[src/design/asc_pkg.sv]
// ----------------------------------------------------------------------------
// asc_pkg: shared types and constants for the accelerometer step counter
// Holds the transaction payload types, the configuration register map, the
// state encodings and the fixed constants of the step detection.
// ----------------------------------------------------------------------------
package asc_pkg;

    localparam int SAMPLE_W = 12;
    localparam int TH_W     = SAMPLE_W + 1;
    localparam int SENS_W   = 12;
    localparam int IVL_W    = 16;
    localparam int TOTAL_W  = 32;
    localparam int PEND_W   = 8;
    localparam int IVLCFG_W = 10;
    localparam int STEPS_W  = 8;
    localparam int SWING_W  = 12;

    localparam int ADDR_W   = 5;
    localparam int DATA_W   = 32;

    localparam logic signed [SAMPLE_W-1:0] SAMPLE_MIN = {1'b1, {(SAMPLE_W-1){1'b0}}};
    localparam logic signed [SAMPLE_W-1:0] SAMPLE_MAX = {1'b0, {(SAMPLE_W-1){1'b1}}};

    localparam logic [SAMPLE_W-1:0]        SWING_CAP  = 12'd2000;
    localparam logic [SENS_W-1:0]          SENS_CAP   = 12'd1800;
    localparam logic [SENS_W-1:0]          SENS_BAD   = 12'd100;
    localparam logic [SENS_W-1:0]          SENS_RST   = 12'd4095;
    localparam logic signed [SAMPLE_W-1:0] XMID_MIN   = 12'sd950;
    localparam logic [STEPS_W-1:0]         INV_MAX    = 8'd255;
    localparam logic [IVL_W-1:0]           IVL_MAX    = 16'hFFFF;

    localparam logic [IVLCFG_W-1:0] RST_MIN_INTERVAL     = 10'd10;
    localparam logic [IVLCFG_W-1:0] RST_MAX_INTERVAL     = 10'd100;
    localparam logic [STEPS_W-1:0]  RST_REGULARITY_STEPS = 8'd4;
    localparam logic [STEPS_W-1:0]  RST_INVALID_LIMIT    = 8'd4;
    localparam logic [SWING_W-1:0]  RST_MIN_SWING        = 12'd50;

    typedef enum logic [2:0] {
        REG_MIN_INTERVAL     = 3'd0,
        REG_MAX_INTERVAL     = 3'd1,
        REG_REGULARITY_STEPS = 3'd2,
        REG_INVALID_LIMIT    = 3'd3,
        REG_MIN_SWING        = 3'd4
    } t_reg_idx;

    typedef enum logic [2:0] {
        FR_IDLE        = 3'd0,
        FR_NOT_REGULAR = 3'd1,
        FR_OK          = 3'd2,
        FR_TOO_SMALL   = 3'd3,
        FR_TOO_LARGE   = 3'd4
    } t_find;

    typedef enum logic [1:0] {
        LV_IDLE = 2'd0,
        LV_HIGH = 2'd1,
        LV_LOW  = 2'd2
    } t_level;

    typedef enum logic [1:0] {
        RM_REGULAR = 2'd0,
        RM_SEEK    = 2'd1,
        RM_FRESH   = 2'd2
    } t_rmode;

    typedef struct packed {
        logic signed [SAMPLE_W-1:0] accel_x;
        logic signed [SAMPLE_W-1:0] accel_y;
    } t_in_item;

    typedef struct packed {
        logic [TOTAL_W-1:0] step_total;
        t_find              find_result;
    } t_out_item;

    typedef struct packed {
        logic [IVLCFG_W-1:0] min_interval;
        logic [IVLCFG_W-1:0] max_interval;
        logic [STEPS_W-1:0]  regularity_steps;
        logic [STEPS_W-1:0]  invalid_limit;
        logic [SWING_W-1:0]  min_swing;
    } t_cfg;

    // Detection inputs of one sample as seen by the step detector.
    typedef struct packed {
        logic signed [SAMPLE_W-1:0] ad;
        logic signed [TH_W-1:0]     high;
        logic signed [TH_W-1:0]     low;
        logic [SENS_W-1:0]          sens;
        logic                       bad;
    } t_lvl_in;

endpackage

[src/design/asc_cfg_regs.sv]
// ----------------------------------------------------------------------------
// asc_cfg_regs: configuration register file
// APB-style write and read access to the five step detection settings.
// ----------------------------------------------------------------------------
module asc_cfg_regs
    import asc_pkg::*;
(
    input  logic              i_clk,
    input  logic              i_rst_n,
    input  logic              psel,
    input  logic              penable,
    input  logic              pwrite,
    input  logic [ADDR_W-1:0] paddr,
    input  logic [DATA_W-1:0] pwdata,
    output logic [DATA_W-1:0] prdata,
    output logic              pready,
    output t_cfg              o_cfg
);

    t_cfg     r_cfg;
    t_reg_idx idx;

    assign idx    = t_reg_idx'(paddr[ADDR_W-1:2]);
    assign pready = 1'b1;
    assign o_cfg  = r_cfg;

    always_ff @(posedge i_clk) begin
        if (!i_rst_n) begin
            r_cfg.min_interval     <= RST_MIN_INTERVAL;
            r_cfg.max_interval     <= RST_MAX_INTERVAL;
            r_cfg.regularity_steps <= RST_REGULARITY_STEPS;
            r_cfg.invalid_limit    <= RST_INVALID_LIMIT;
            r_cfg.min_swing        <= RST_MIN_SWING;
        end else if (psel && penable && pwrite) begin
            case (idx)
                REG_MIN_INTERVAL:     r_cfg.min_interval     <= pwdata[IVLCFG_W-1:0];
                REG_MAX_INTERVAL:     r_cfg.max_interval     <= pwdata[IVLCFG_W-1:0];
                REG_REGULARITY_STEPS: r_cfg.regularity_steps <= pwdata[STEPS_W-1:0];
                REG_INVALID_LIMIT:    r_cfg.invalid_limit    <= pwdata[STEPS_W-1:0];
                REG_MIN_SWING:        r_cfg.min_swing        <= pwdata[SWING_W-1:0];
                default: ;
            endcase
        end
    end

    always_comb begin
        case (idx)
            REG_MIN_INTERVAL:     prdata = DATA_W'(r_cfg.min_interval);
            REG_MAX_INTERVAL:     prdata = DATA_W'(r_cfg.max_interval);
            REG_REGULARITY_STEPS: prdata = DATA_W'(r_cfg.regularity_steps);
            REG_INVALID_LIMIT:    prdata = DATA_W'(r_cfg.invalid_limit);
            REG_MIN_SWING:        prdata = DATA_W'(r_cfg.min_swing);
            default:              prdata = '0;
        endcase
    end

endmodule

[src/design/asc_block_stats.sv]
// ----------------------------------------------------------------------------
// asc_block_stats: per-block extremes and dynamic thresholds
// Tracks the x and y extremes over each block of samples and, at the end of
// a block, derives the y thresholds, the sensitivity and the bad-block flag.
// Also holds the y sample of the transaction in the first pipeline stage.
// ----------------------------------------------------------------------------
module asc_block_stats
    import asc_pkg::*;
#(
    parameter int BLOCK_LEN = 50
) (
    input  logic     i_clk,
    input  logic     i_rst_n,
    input  logic     i_accept,
    input  t_in_item i_item,
    input  t_cfg     i_cfg,
    output t_lvl_in  o_lvl
);

    localparam int CNT_W = $clog2(BLOCK_LEN + 1);

    logic [CNT_W-1:0]           r_cnt;
    logic signed [SAMPLE_W-1:0] r_max_x, r_min_x, r_max_y, r_min_y;
    logic signed [TH_W-1:0]     r_high, r_low;
    logic [SENS_W-1:0]          r_sens;
    logic                       r_bad, r_live;
    logic signed [SAMPLE_W-1:0] r_y;

    logic signed [SAMPLE_W-1:0] x, y;
    logic signed [SAMPLE_W-1:0] n_max_x, n_min_x, n_max_y, n_min_y;
    logic                       block_end;
    logic [SAMPLE_W-1:0]        swing, swing_x;
    logic signed [SAMPLE_W-1:0] mid_x;
    logic signed [TH_W-1:0]     min_e, max_e, mid, hi_span, lo_span, n_high, n_low;
    logic [SAMPLE_W+3:0]        swing12;
    logic [SENS_W-1:0]          n_sens;
    logic                       n_bad;

    always_comb begin
        x = i_item.accel_x;
        y = i_item.accel_y;
        n_max_x = (x > r_max_x) ? x : r_max_x;
        n_min_x = (x < r_min_x) ? x : r_min_x;
        n_max_y = (y > r_max_y) ? y : r_max_y;
        n_min_y = (y < r_min_y) ? y : r_min_y;

        block_end = (r_cnt == CNT_W'(BLOCK_LEN - 1));

        // Max is never below min once a sample is in, so the swing is unsigned.
        swing   = SAMPLE_W'(n_max_y - n_min_y);
        swing_x = SAMPLE_W'(n_max_x - n_min_x);
        mid_x   = n_min_x + $signed({1'b0, swing_x[SAMPLE_W-1:1]});

        min_e   = {n_min_y[SAMPLE_W-1], n_min_y};
        max_e   = {n_max_y[SAMPLE_W-1], n_max_y};
        mid     = min_e + $signed({2'b00, swing[SAMPLE_W-1:1]});
        hi_span = max_e - mid;
        lo_span = mid - min_e;
        n_high  = mid + (hi_span >>> 1);
        n_low   = mid - (lo_span >>> 1);

        // Three quarters of the swing as swing*12/16.
        swing12 = ({4'b0000, swing} << 3) + ({4'b0000, swing} << 2);

        n_bad = 1'b0;
        if (swing >= SWING_CAP) begin
            n_sens = SENS_CAP;
        end else if (swing >= i_cfg.min_swing) begin
            n_sens = swing12[SAMPLE_W+3:4];
        end else begin
            n_sens = SENS_BAD;
            n_bad  = 1'b1;
        end
        if (mid_x < XMID_MIN) begin
            n_bad = 1'b1;
        end
    end

    always_ff @(posedge i_clk) begin
        if (!i_rst_n) begin
            r_cnt   <= '0;
            r_max_x <= SAMPLE_MIN;
            r_min_x <= SAMPLE_MAX;
            r_max_y <= SAMPLE_MIN;
            r_min_y <= SAMPLE_MAX;
            r_high  <= '0;
            r_low   <= '0;
            r_sens  <= SENS_RST;
            r_bad   <= 1'b0;
            r_live  <= 1'b0;
        end else if (i_accept) begin
            if (block_end) begin
                r_cnt   <= '0;
                r_max_x <= SAMPLE_MIN;
                r_min_x <= SAMPLE_MAX;
                r_max_y <= SAMPLE_MIN;
                r_min_y <= SAMPLE_MAX;
                r_high  <= n_high;
                r_low   <= n_low;
                r_sens  <= n_sens;
                r_bad   <= n_bad;
                r_live  <= 1'b1;
            end else begin
                r_cnt   <= r_cnt + 1'b1;
                r_max_x <= n_max_x;
                r_min_x <= n_min_x;
                r_max_y <= n_max_y;
                r_min_y <= n_min_y;
            end
        end
    end

    always_ff @(posedge i_clk) begin
        if (i_accept) begin
            r_y <= y;
        end
    end

    // While a sample sits in this stage the block state reflects that sample.
    assign o_lvl.ad   = r_live ? r_y : '0;
    assign o_lvl.high = r_high;
    assign o_lvl.low  = r_low;
    assign o_lvl.sens = r_sens;
    assign o_lvl.bad  = r_bad;

endmodule

[src/design/asc_step_detect.sv]
// ----------------------------------------------------------------------------
// asc_step_detect: level tracking and time-window regularity
// Follows the y extremes with a high/low machine, raises step candidates and
// counts steps once the step rhythm has proven regular.
// ----------------------------------------------------------------------------
module asc_step_detect
    import asc_pkg::*;
(
    input  logic      i_clk,
    input  logic      i_rst_n,
    input  logic      i_fire,
    input  t_lvl_in   i_lvl,
    input  t_cfg      i_cfg,
    output t_out_item o_result
);

    logic [IVL_W-1:0]           r_ivl, n_ivl, ivl_inc;
    t_level                     r_lvl, n_lvl;
    logic signed [SAMPLE_W-1:0] r_old, n_old, r_new, n_new;
    t_rmode                     r_mode, n_mode;
    logic [PEND_W-1:0]          r_pend, n_pend, pend_inc;
    logic [STEPS_W-1:0]         r_inv, n_inv, inv_sat;
    logic [TOTAL_W-1:0]         r_total, n_total;

    logic signed [TH_W-1:0]     ad_e;
    logic signed [TH_W:0]       diff, diff_neg, sens_e;
    logic [IVL_W-1:0]           min_e, max_e;
    logic                       cand, restart;
    t_find                      res;

    always_comb begin
        n_lvl   = r_lvl;
        n_old   = r_old;
        n_new   = r_new;
        n_mode  = r_mode;
        n_pend  = r_pend;
        n_inv   = r_inv;
        n_total = r_total;
        res     = FR_IDLE;
        restart = 1'b0;

        ivl_inc  = (r_ivl != IVL_MAX) ? r_ivl + 1'b1 : r_ivl;
        n_ivl    = ivl_inc;
        min_e    = IVL_W'(i_cfg.min_interval);
        max_e    = IVL_W'(i_cfg.max_interval);
        pend_inc = r_pend + 1'b1;
        inv_sat  = (r_inv < INV_MAX) ? r_inv + 1'b1 : r_inv;

        ad_e = {i_lvl.ad[SAMPLE_W-1], i_lvl.ad};
        if (ad_e > i_lvl.high) begin
            if (r_lvl != LV_HIGH) begin
                n_old = r_new;
            end
            n_lvl = LV_HIGH;
            if (i_lvl.ad > r_new) begin
                n_new = i_lvl.ad;
            end
        end else if (ad_e < i_lvl.low) begin
            if (r_lvl != LV_LOW) begin
                n_old = r_new;
            end
            n_lvl = LV_LOW;
            if (i_lvl.ad < r_new) begin
                n_new = i_lvl.ad;
            end
        end

        diff     = {{2{n_old[SAMPLE_W-1]}}, n_old} - {{2{n_new[SAMPLE_W-1]}}, n_new};
        diff_neg = -diff;
        sens_e   = $signed({2'b00, i_lvl.sens});
        cand     = ((diff > sens_e) || (diff_neg > sens_e)) && (ivl_inc > min_e);
        if (cand) begin
            n_old = n_new;
        end

        if (cand && !i_lvl.bad) begin
            if (r_mode == RM_FRESH) begin
                n_pend = pend_inc;
                n_ivl  = '0;
                n_mode = RM_SEEK;
                n_inv  = '0;
                res    = FR_NOT_REGULAR;
            end else if (ivl_inc >= min_e && ivl_inc <= max_e) begin
                n_inv = '0;
                case (r_mode)
                    RM_SEEK: begin
                        n_pend = pend_inc;
                        n_ivl  = '0;
                        if (pend_inc >= i_cfg.regularity_steps) begin
                            n_mode  = RM_REGULAR;
                            n_total = r_total + TOTAL_W'(pend_inc);
                            n_pend  = '0;
                            res     = FR_OK;
                        end else begin
                            res = FR_NOT_REGULAR;
                        end
                    end
                    RM_REGULAR: begin
                        n_total = r_total + 1'b1;
                        n_pend  = '0;
                        n_ivl   = '0;
                        res     = FR_OK;
                    end
                    default: ;
                endcase
            end else if (ivl_inc < min_e) begin
                // Too close: a regular rhythm tolerates a few before it is lost.
                case (r_mode)
                    RM_REGULAR: begin
                        if (inv_sat >= i_cfg.invalid_limit) begin
                            restart = 1'b1;
                        end else begin
                            n_inv = inv_sat;
                            n_ivl = '0;
                        end
                    end
                    RM_SEEK: restart = 1'b1;
                    default: ;
                endcase
                res = FR_TOO_SMALL;
            end else begin
                restart = 1'b1;
                res     = FR_TOO_LARGE;
            end
        end else if (ivl_inc >= max_e) begin
            restart = 1'b1;
        end

        if (restart) begin
            n_inv  = '0;
            n_mode = RM_SEEK;
            n_pend = '0;
            n_ivl  = '0;
        end

        o_result.step_total  = n_total;
        o_result.find_result = res;
    end

    always_ff @(posedge i_clk) begin
        if (!i_rst_n) begin
            r_ivl   <= '0;
            r_lvl   <= LV_IDLE;
            r_old   <= '0;
            r_new   <= '0;
            r_mode  <= RM_FRESH;
            r_pend  <= '0;
            r_inv   <= '0;
            r_total <= '0;
        end else if (i_fire) begin
            r_ivl   <= n_ivl;
            r_lvl   <= n_lvl;
            r_old   <= n_old;
            r_new   <= n_new;
            r_mode  <= n_mode;
            r_pend  <= n_pend;
            r_inv   <= n_inv;
            r_total <= n_total;
        end
    end

endmodule

[src/design/accel_step_counter.sv]
// A result transaction is registered in the sample stage and then in the result register.
// Throughput: one sample per cycle unless the receiver stalls; the sample stage and
// the result register each hold one transaction and advance independently under downstream stall.
// Block statistics update in the sample stage, step detection in the result stage.
// Reset (synchronous, active low) clears the valids, block and detection state and restores register defaults.
// ----------------------------------------------------------------------------
// accel_step_counter: pedometer with dynamic thresholds
// Counts steps from x/y accelerometer samples, one result per sample.
// ----------------------------------------------------------------------------
module accel_step_counter
    import asc_pkg::*;
#(
    parameter int BLOCK_LEN = 50
) (
    input  logic              i_clk,
    input  logic              i_rst_n,
    input  logic              i_valid,
    output logic              o_stall,
    input  t_in_item          i_data,
    output logic              o_valid,
    input  logic              i_stall,
    output t_out_item         o_data,
    input  logic              psel,
    input  logic              penable,
    input  logic              pwrite,
    input  logic [ADDR_W-1:0] paddr,
    input  logic [DATA_W-1:0] pwdata,
    output logic [DATA_W-1:0] prdata,
    output logic              pready
);

    t_cfg      cfg;
    t_lvl_in   lvl;
    t_out_item result;

    logic      r_s1_valid, r_out_valid;
    t_out_item r_out;
    logic      out_ready, s1_ready, in_accept, s1_fire;

    assign out_ready = !r_out_valid || !i_stall;
    assign s1_ready  = !r_s1_valid || out_ready;
    assign in_accept = i_valid && s1_ready;
    assign s1_fire   = r_s1_valid && out_ready;

    assign o_stall = !s1_ready;
    assign o_valid = r_out_valid;
    assign o_data  = r_out;

    asc_cfg_regs u_cfg (
        .i_clk   (i_clk),
        .i_rst_n (i_rst_n),
        .psel    (psel),
        .penable (penable),
        .pwrite  (pwrite),
        .paddr   (paddr),
        .pwdata  (pwdata),
        .prdata  (prdata),
        .pready  (pready),
        .o_cfg   (cfg)
    );

    asc_block_stats #(
        .BLOCK_LEN (BLOCK_LEN)
    ) u_stats (
        .i_clk    (i_clk),
        .i_rst_n  (i_rst_n),
        .i_accept (in_accept),
        .i_item   (i_data),
        .i_cfg    (cfg),
        .o_lvl    (lvl)
    );

    asc_step_detect u_detect (
        .i_clk    (i_clk),
        .i_rst_n  (i_rst_n),
        .i_fire   (s1_fire),
        .i_lvl    (lvl),
        .i_cfg    (cfg),
        .o_result (result)
    );

    always_ff @(posedge i_clk) begin
        if (!i_rst_n) begin
            r_s1_valid  <= 1'b0;
            r_out_valid <= 1'b0;
        end else begin
            if (in_accept) begin
                r_s1_valid <= 1'b1;
            end else if (s1_fire) begin
                r_s1_valid <= 1'b0;
            end
            if (s1_fire) begin
                r_out_valid <= 1'b1;
            end else if (out_ready) begin
                r_out_valid <= 1'b0;
            end
        end
    end

    always_ff @(posedge i_clk) begin
        if (s1_fire) begin
            r_out <= result;
        end
    end

endmodule

[config.mk]
export PLATFORM = sky130hd
export DESIGN_NAME = accel_step_counter
export DESIGN_NICKNAME = d
export VERILOG_FILES = /design/src/design/asc_pkg.sv /design/src/design/asc_cfg_regs.sv /design/src/design/asc_block_stats.sv /design/src/design/asc_step_detect.sv /design/src/design/accel_step_counter.sv
export SDC_FILE = /design/constraint.sdc
export NUM_CORES = 1
export LEC_CHECK = 0
export BUFFER_PORTS_ARGS = -buffer_cell sky130_fd_sc_hd__clkbuf_2
export CAP_MARGIN = 20
export CELL_PAD_IN_SITES_DETAIL_PLACEMENT = 1
export CELL_PAD_IN_SITES_GLOBAL_PLACEMENT = 2
export CORE_UTILIZATION = 38
export DETAILED_ROUTE_END_ITERATION = 16
export PLACE_DENSITY = 0.79
export SYNTH_ARGS = -nofsm -noshare
export SYNTH_HDL_FRONTEND = slang
export SYNTH_SLANG_ARGS = --single-unit
[constraint.sdc]
create_clock -name i_clk -period 10.2 [get_ports i_clk]
set_clock_uncertainty 0.2 [all_clocks]
set_input_delay 0.51 -clock i_clk [delete_from_list [all_inputs] [get_ports i_clk]]
set_output_delay 0.51 -clock i_clk [all_outputs]
set_load 0.05 [all_outputs]
=== After elaboration in Yosys (flattened, before gate mapping) ===
Index checks and enable logic that the tools add are counted.

* Bitwise gates (word level): 1
* Reduce and logical (&&, ||, !) cells: 39
* $lt $le $gt $ge: 21
* Eq/ne operators: 11
* Add/sub/neg operators: 17
* Mux-type cells: 77

{| class="wikitable"
|+ Operator list
! kind !! number
|-
| $mux W12 || 20
|-
| $mux W16 || 9
|-
| $mux W32 || 4
|-
| $mux W8 || 13
|-
| $pmux W32 S2 || 1
|-
| $pmux W12 S5 || 1
|-
| $gt A12 B12 Y1 || 3
|-
| $lt A12 B12 Y1 || 3
|-
| $add A32 B1 Y32 const B || 1
|-
| $add A32 B8 Y32 || 1
|-
| $ge A16 B10 Y1 || 2
|-
| $gt A14 B13 Y1 || 2
|-
| $sub A13 B12 Y13 || 2
|-
| $sub A12 B12 Y12 || 2
|-
| $mux W2 || 9
|-
| $add A15 B14 Y16 || 1
|-
| $add A16 B1 Y16 const B || 1
|-
| $add A8 B1 Y8 const B || 2
|-
| $ge A8 B8 Y1 || 2
|-
| $gt A16 B10 Y1 || 1
|-
| $le A16 B10 Y1 || 1
|-
| $lt A16 B10 Y1 || 1
|-
| $ne A16 B16 Y1 const B || 1
|-
| $pmux W8 S2 || 1
|-
| 40 further kinds || 82
|}

* Register bits: 283
* Word-level logic and storage cells: 195
* Output and inout port bits: 70
* Bits of input ports: 68

=== Longest topological paths before layout ===
* Depth in word-level cells: 14
* Gate-level depth with buffers: 47
* Gate-level depth less buffers: 46

=== By module ===
From an unflattened synthesis, not the netlist that was laid out.

* Cell total of the unflattened synthesis: 3055
* Area total of the unflattened synthesis: 24694.9 um2

{| class="wikitable"
|+ By module, submodules not included
! module !! times used !! sequential area each (um2) !! area each (um2) !! cells each
|-
| asc_block_stats || 1 || 2242.2 || 11140.7 || 1385
|-
| asc_step_detect || 1 || 1841.8 || 9983.3 || 1366
|-
| asc_cfg_regs || 1 || 960.9 || 2436.1 || 261
|-
| accel_step_counter || 1 || 1091.0 || 1134.8 || 43
|}

=== Least setup slack after synthesis ===
No wires, ideal clock.

* Kind: reg2reg
* Start: register u_stats.r_live
* End: register u_detect.r_pend[5]
* Slack: 0.936 ns
* Arrival time: 8.984 ns
* Data required time: 9.920 ns
* Cell stages (with the launch flop): 44
* Clock period less this slack: 9.264 ns
* Cell sequence: dfxtp_1 > buf_2 > clkbuf_1 > and2_1 > ha_1 > and4_1 > a21oi_1 > a21boi_1 > and4b_1 > nor3_2 > buf_4 > or3_1 > o21ai_0 > clkbuf_1 > mux2i_1 > ha_1 > fa_1 > inv_1 > (+8 left out) > buf_2 > or2_2 > nor2_1 > xnor2_1 > ha_1 > a21o_1 > a21o_1 > a21oi_1 > o21ai_0 > a21oi_1 > nor2b_1 > o21ai_0 > a21oi_1 > a31oi_4 > nor4_1 > or3b_1 > or3b_2 > o211ai_1

* Cells in the longest elaborated chain, start to end: 14
* Elaborated cells between the ends (all ways): 24
* Classes of those cells: add/sub: 2; order compare: 6; mux: 9; reduce/logical: 7

{| class="wikitable"
|+ RTL lines
! what !! line !! RTL
|-
| start: declaration || asc_block_stats.sv:26 || <nowiki>logic r_bad, r_live;</nowiki>
|-
| start signal: assignment || asc_block_stats.sv:90 || <nowiki>r_live <= 1'b0;</nowiki>
|-
| start signal: assignment || asc_block_stats.sv:102 || <nowiki>r_live <= 1'b1;</nowiki>
|-
| $mux W12 * || asc_block_stats.sv:120 || <nowiki>assign o_lvl.ad = r_live ? r_y : '0;</nowiki>
|-
| $lt A12 B12 Y1 || asc_step_detect.sv:63 || <nowiki>if (i_lvl.ad < r_new) begin</nowiki>
|-
| $mux W12 || asc_step_detect.sv:63 ||
|-
| $mux W12 || asc_step_detect.sv:58 || <nowiki>end else if (ad_e < i_lvl.low) begin</nowiki>
|-
| $mux W12 || asc_step_detect.sv:50 || <nowiki>if (ad_e > i_lvl.high) begin</nowiki>
|-
| $sub A12 B12 Y13 * || asc_step_detect.sv:68 || <nowiki>diff = {{2{n_old[SAMPLE_W-1]}}, n_old} - {{2{n_new[SAMPLE_W-1]}}, n_new};</nowiki>
|-
| $neg A14 Y14 || asc_step_detect.sv:69 || <nowiki>diff_neg = -diff;</nowiki>
|-
| $gt A14 B13 Y1 || asc_step_detect.sv:71 || <nowiki>cand = ((diff > sens_e) || (diff_neg > sens_e)) && (ivl_inc > min_e);</nowiki>
|-
| $logic_or A1 B1 Y1 * || asc_step_detect.sv:71 ||
|-
| $logic_and A1 B1 Y1 * || asc_step_detect.sv:71 ||
|-
| $logic_and A1 B1 Y1 * || asc_step_detect.sv:76 || <nowiki>if (cand && !i_lvl.bad) begin</nowiki>
|-
| $mux W1 || asc_step_detect.sv:76 ||
|-
| $reduce_bool A4 Y1 (no line) (tied with other cells) || n/a ||
|-
| $reduce_and A4 Y1 (no line) || n/a ||
|-
| end signal: assignment || asc_step_detect.sv:156 || <nowiki>r_pend <= n_pend;</nowiki>
|-
| end: declaration || asc_step_detect.sv:21 || <nowiki>logic [PEND_W-1:0] r_pend, n_pend, pend_inc;</nowiki>
|}

Every way passes the cells marked *; elsewhere a longest branch is shown, timed or not.
A chain may end at the register's enable or synchronous reset.

=== Worst setup path after layout ===
Ends and elaborated chain as after synthesis.

==> impl_metrics.yaml <==
run_status:
  status: "complete, but fails checks"
  failing_checks: "DRC"
detailed_routing:
  drt-pass1-iter-count: 11
  dr.first_iter.drc_count: 749
  post_drt_via_cell_ratio: 5.56
  avgRoutedWirePerCell_um: 19.0
  ant_nets: 0
  routed_wirelength_um: 69800
  route.vias.total: 20403
  drc: 8
finish:
  num-nets-final: 3226
  layout_common_cells: "ha_1 (277), nand2_1 (261), inv_1 (258)"
  fin_cells: 3671
  layout_commonest_cell: "ha_1"
  share_of_cells_above_drive_strength_1_pct: 9.39
  fillCellCount: 7135
  final-seq-area_um2: 6140
  syn_to_final_growth_pct: 11.4
  antenna-diode-count: 0
  footprint_of_the_multi_input_gates_um2: 15200
synthesis:
  synth_area_um2: 22800
  synth_async_sr_flop_share_pct: 0
  dominantRegCellSynth: "dfxtp_1"
  yosys_warnings: 0
  synth.yosys.seq_area_share_pct: 26.9
  synthCells: 2793
  synth.lib_cells_used.distinct: 99
  syn_avg_cell_area_um2: 8.16
  number_of_flops_mapped_to_enable_cells_by_yosys: 47
  ys_ff_latch: 283
grt:
  grt_overflow_total: 0
  grt_antenna_before_repair: 0
  grtUsageTotal_pct: 23.1
  grt_first_pass_wirelength_um: 114000
  grt_start_max_net_pins: 79
  grt_pass1_vias: 21442
timing:
  report.final.hold_viol_count: 0
  fmax_ghz: 0.105
  maxSlewHeadroom_pct: 32.2
  setup-violations-final: 0
  tns_ps: 0
  finalWorstSetupSlack_ps: 649
  timing_max_transition_violations_final: 0
  finalCritPeriodShare_pct: 93.6
  worst_slew_pin_slew_ps: 1020
  rsz0062_at_grt: "no"
  finalCriticalPeriod_ps: 9550
  timing.hold.ws_ps: 32.4
worst_setup_path:
  cp.required_ps: 10490
  setup.worst_path.start: "u_stats.r_live$_SDFFE_PN0P_"
  critical_path.startpoint_type: "flop"
  rr_endpoint: "u_detect.r_pend[5]$_SDFFE_PN0P_"
  worst-endpoint-arrival_ps: 9840
  type_of_destination_of_the_critical_path: "flop"
  critical_path.max_stage_delay_ps: 480
  setup.reg_to_reg.worst_slack_ps: 650
  r2r-start: "u_stats.r_live$_SDFFE_PN0P_"
  worstRegToRegCells: 38
  crit_top_cell: "a21oi_1"
  worstPathMaxFanout: 15
  slowest_stage: "or3_1"
  cp-endpoint: "u_detect.r_pend[5]$_SDFFE_PN0P_"
  timing.setup.critical_path_class: "flop to flop"
clock_network:
  cts_tree: "yes"
  clock_buffers_created_by_tritoncts: 37
  clkSinkCount: 283
  cts_root_buffer: "clkbuf_16"
  path_clk_slew_ps: 60
  clockBufferDepth: 3
  htree_num_levels: 2
  clock_latency_ps: 570
hold_path:
  hold_path_class: "input pin to flop"
power_and_ir_drop:
  p_leak_nw: 11.2
  post-layout-total-power_mw: 8.33
  max-vdd-ir-drop_uv: 346
  cellPowerDensity_nw_per_um2: 328
placed_design:
  port_buffers: 94
  pre_cts_ws_ps: 291
  detailed_place_hpwl_um: 53500
  placed_cells_incl_taps: 3599
  gp_congestion: 0.857
floorplan:
  die_outline_area_um2: 61000
  die_x_um: 247
  top_ports: 138
  start_util_pct: 38.5
  die_h_um: 247
  core_area_um2: 59100
  fp-row-count: 89
job:
  max_cap_violations: 0
## per-layer routing
layer	global-route usage, %	wire, um
met5	0	0
met1	29.0	32300
met3	2.15	1490
met4	6.23	1560
met2	41.6	34400
## final cells by class
| cell class | instances | share of cell area (%) |
|---|---|---|
| Clock buffer | 52 | 4.31 |
| Multi-Input combinational cell | 2145 | 60.0 |
| Tap cell | 773 | 3.81 |
| Timing Repair Buffer | 141 | 3.28 |
| Sequential cell | 283 | 24.2 |
| Clock inverter | 15 | 0.577 |
| Inverter | 262 | 3.89 |
## stage by stage
step / cell area (um2) / utilization [%]
after floorplan: 22900 / -
after global placement: 24100 / 40.7
after detailed placement: 24100 / 40.7
after CTS: 25400 / 42.9
after global routing: 25400 / 42.9
final: 25400 / 42.9
## kinds of logic after synthesis
| group | Yosys count | synth area share, % |
|---|---|---|
| other cells | 2 | 0.0330 |
| mux | 101 | 4.61 |
| flops | 283 | 26.9 |
| buf+inv | 384 | 6.71 |
| xor+xnor | 133 | 5.11 |
| simple gates | 857 | 18.2 |
| fa+ha+maj | 290 | 16.3 |
| compound gates | 743 | 22.1 |
## how the worst min path moves through the flow
stage	to	cells past startpoint	slack [ps]	start
final	u_cfg.o_cfg[36]$_SDFFE_PN0P_	3	30	pwdata[8]
after global routing	u_stats.r_y[9]$_DFFE_PP_	1	20	i_data[9]
after CTS	u_cfg.o_cfg[36]$_SDFFE_PN0P_	3	4	pwdata[8]
after detailed placement	u_detect.r_old[10]$_SDFFE_PN0P_	2	250	u_detect.r_old[10]$_SDFFE_PN0P_
after global placement	u_detect.r_old[2]$_SDFFE_PN0P_	2	240	u_detect.r_old[2]$_SDFFE_PN0P_
after floorplan	u_detect.r_old[10]$_SDFFE_PN0P_	2	230	u_detect.r_old[10]$_SDFFE_PN0P_
## synthesized netlist by cell type, drive strengths merged (44+ instances only)
master  count  area, um2
edfxtp     47       1410
mux2i      69        691
o211ai     45        338
a21oi     205       1030
xnor2      77        674
clkbuf     85        319
nor2b      44        275
nor2      224        841
inv       260        976
ha        277       3470
o21ai     103        515
nand3      67        335
nand2b     47        294
nand2     263        987
dfxtp     236       4720
xor2       56        490
a21o       95        713
## flip-flops by register name, summed over array words and instances, names as in the netlist, 13 cells and up
register          cells
o_data               35
u_cfg.o_cfg          48
u_detect.r_ivl       16
u_detect.r_total     32
u_stats.r_high       13
u_stats.r_low        13
## power breakdown
part | internal (mW) | total, mW | switching [mW]
Sequential | 1.17 | 1.20 | 0.0284
Combinational | 2.59 | 5.77 | 3.18
Clock | 0.801 | 1.36 | 0.557
Total | 4.57 | 8.33 | 3.77
## what timing repair did
action                                  CTS  global route
endpoints found under the setup margin    0            58
hold endpoints to repair                  4             0
hold buffers                              4             0
setup buffers                             0             1
resized for setup                         0             6
## critical path: cells and delay by family (launching register included)
kind / cells / cell delay, ps
AO/OA/AOI/OAI: 16 / 3100
AND/OR/NAND/NOR: 14 / 3820
adder cells (fa/ha/maj): 4 / 1250
buffers and inverters: 2 / 310
flip-flops: 1 / 420
XOR/XNOR: 1 / 140
multiplexers: 1 / 230
Power figures use the tool's default switching activity.
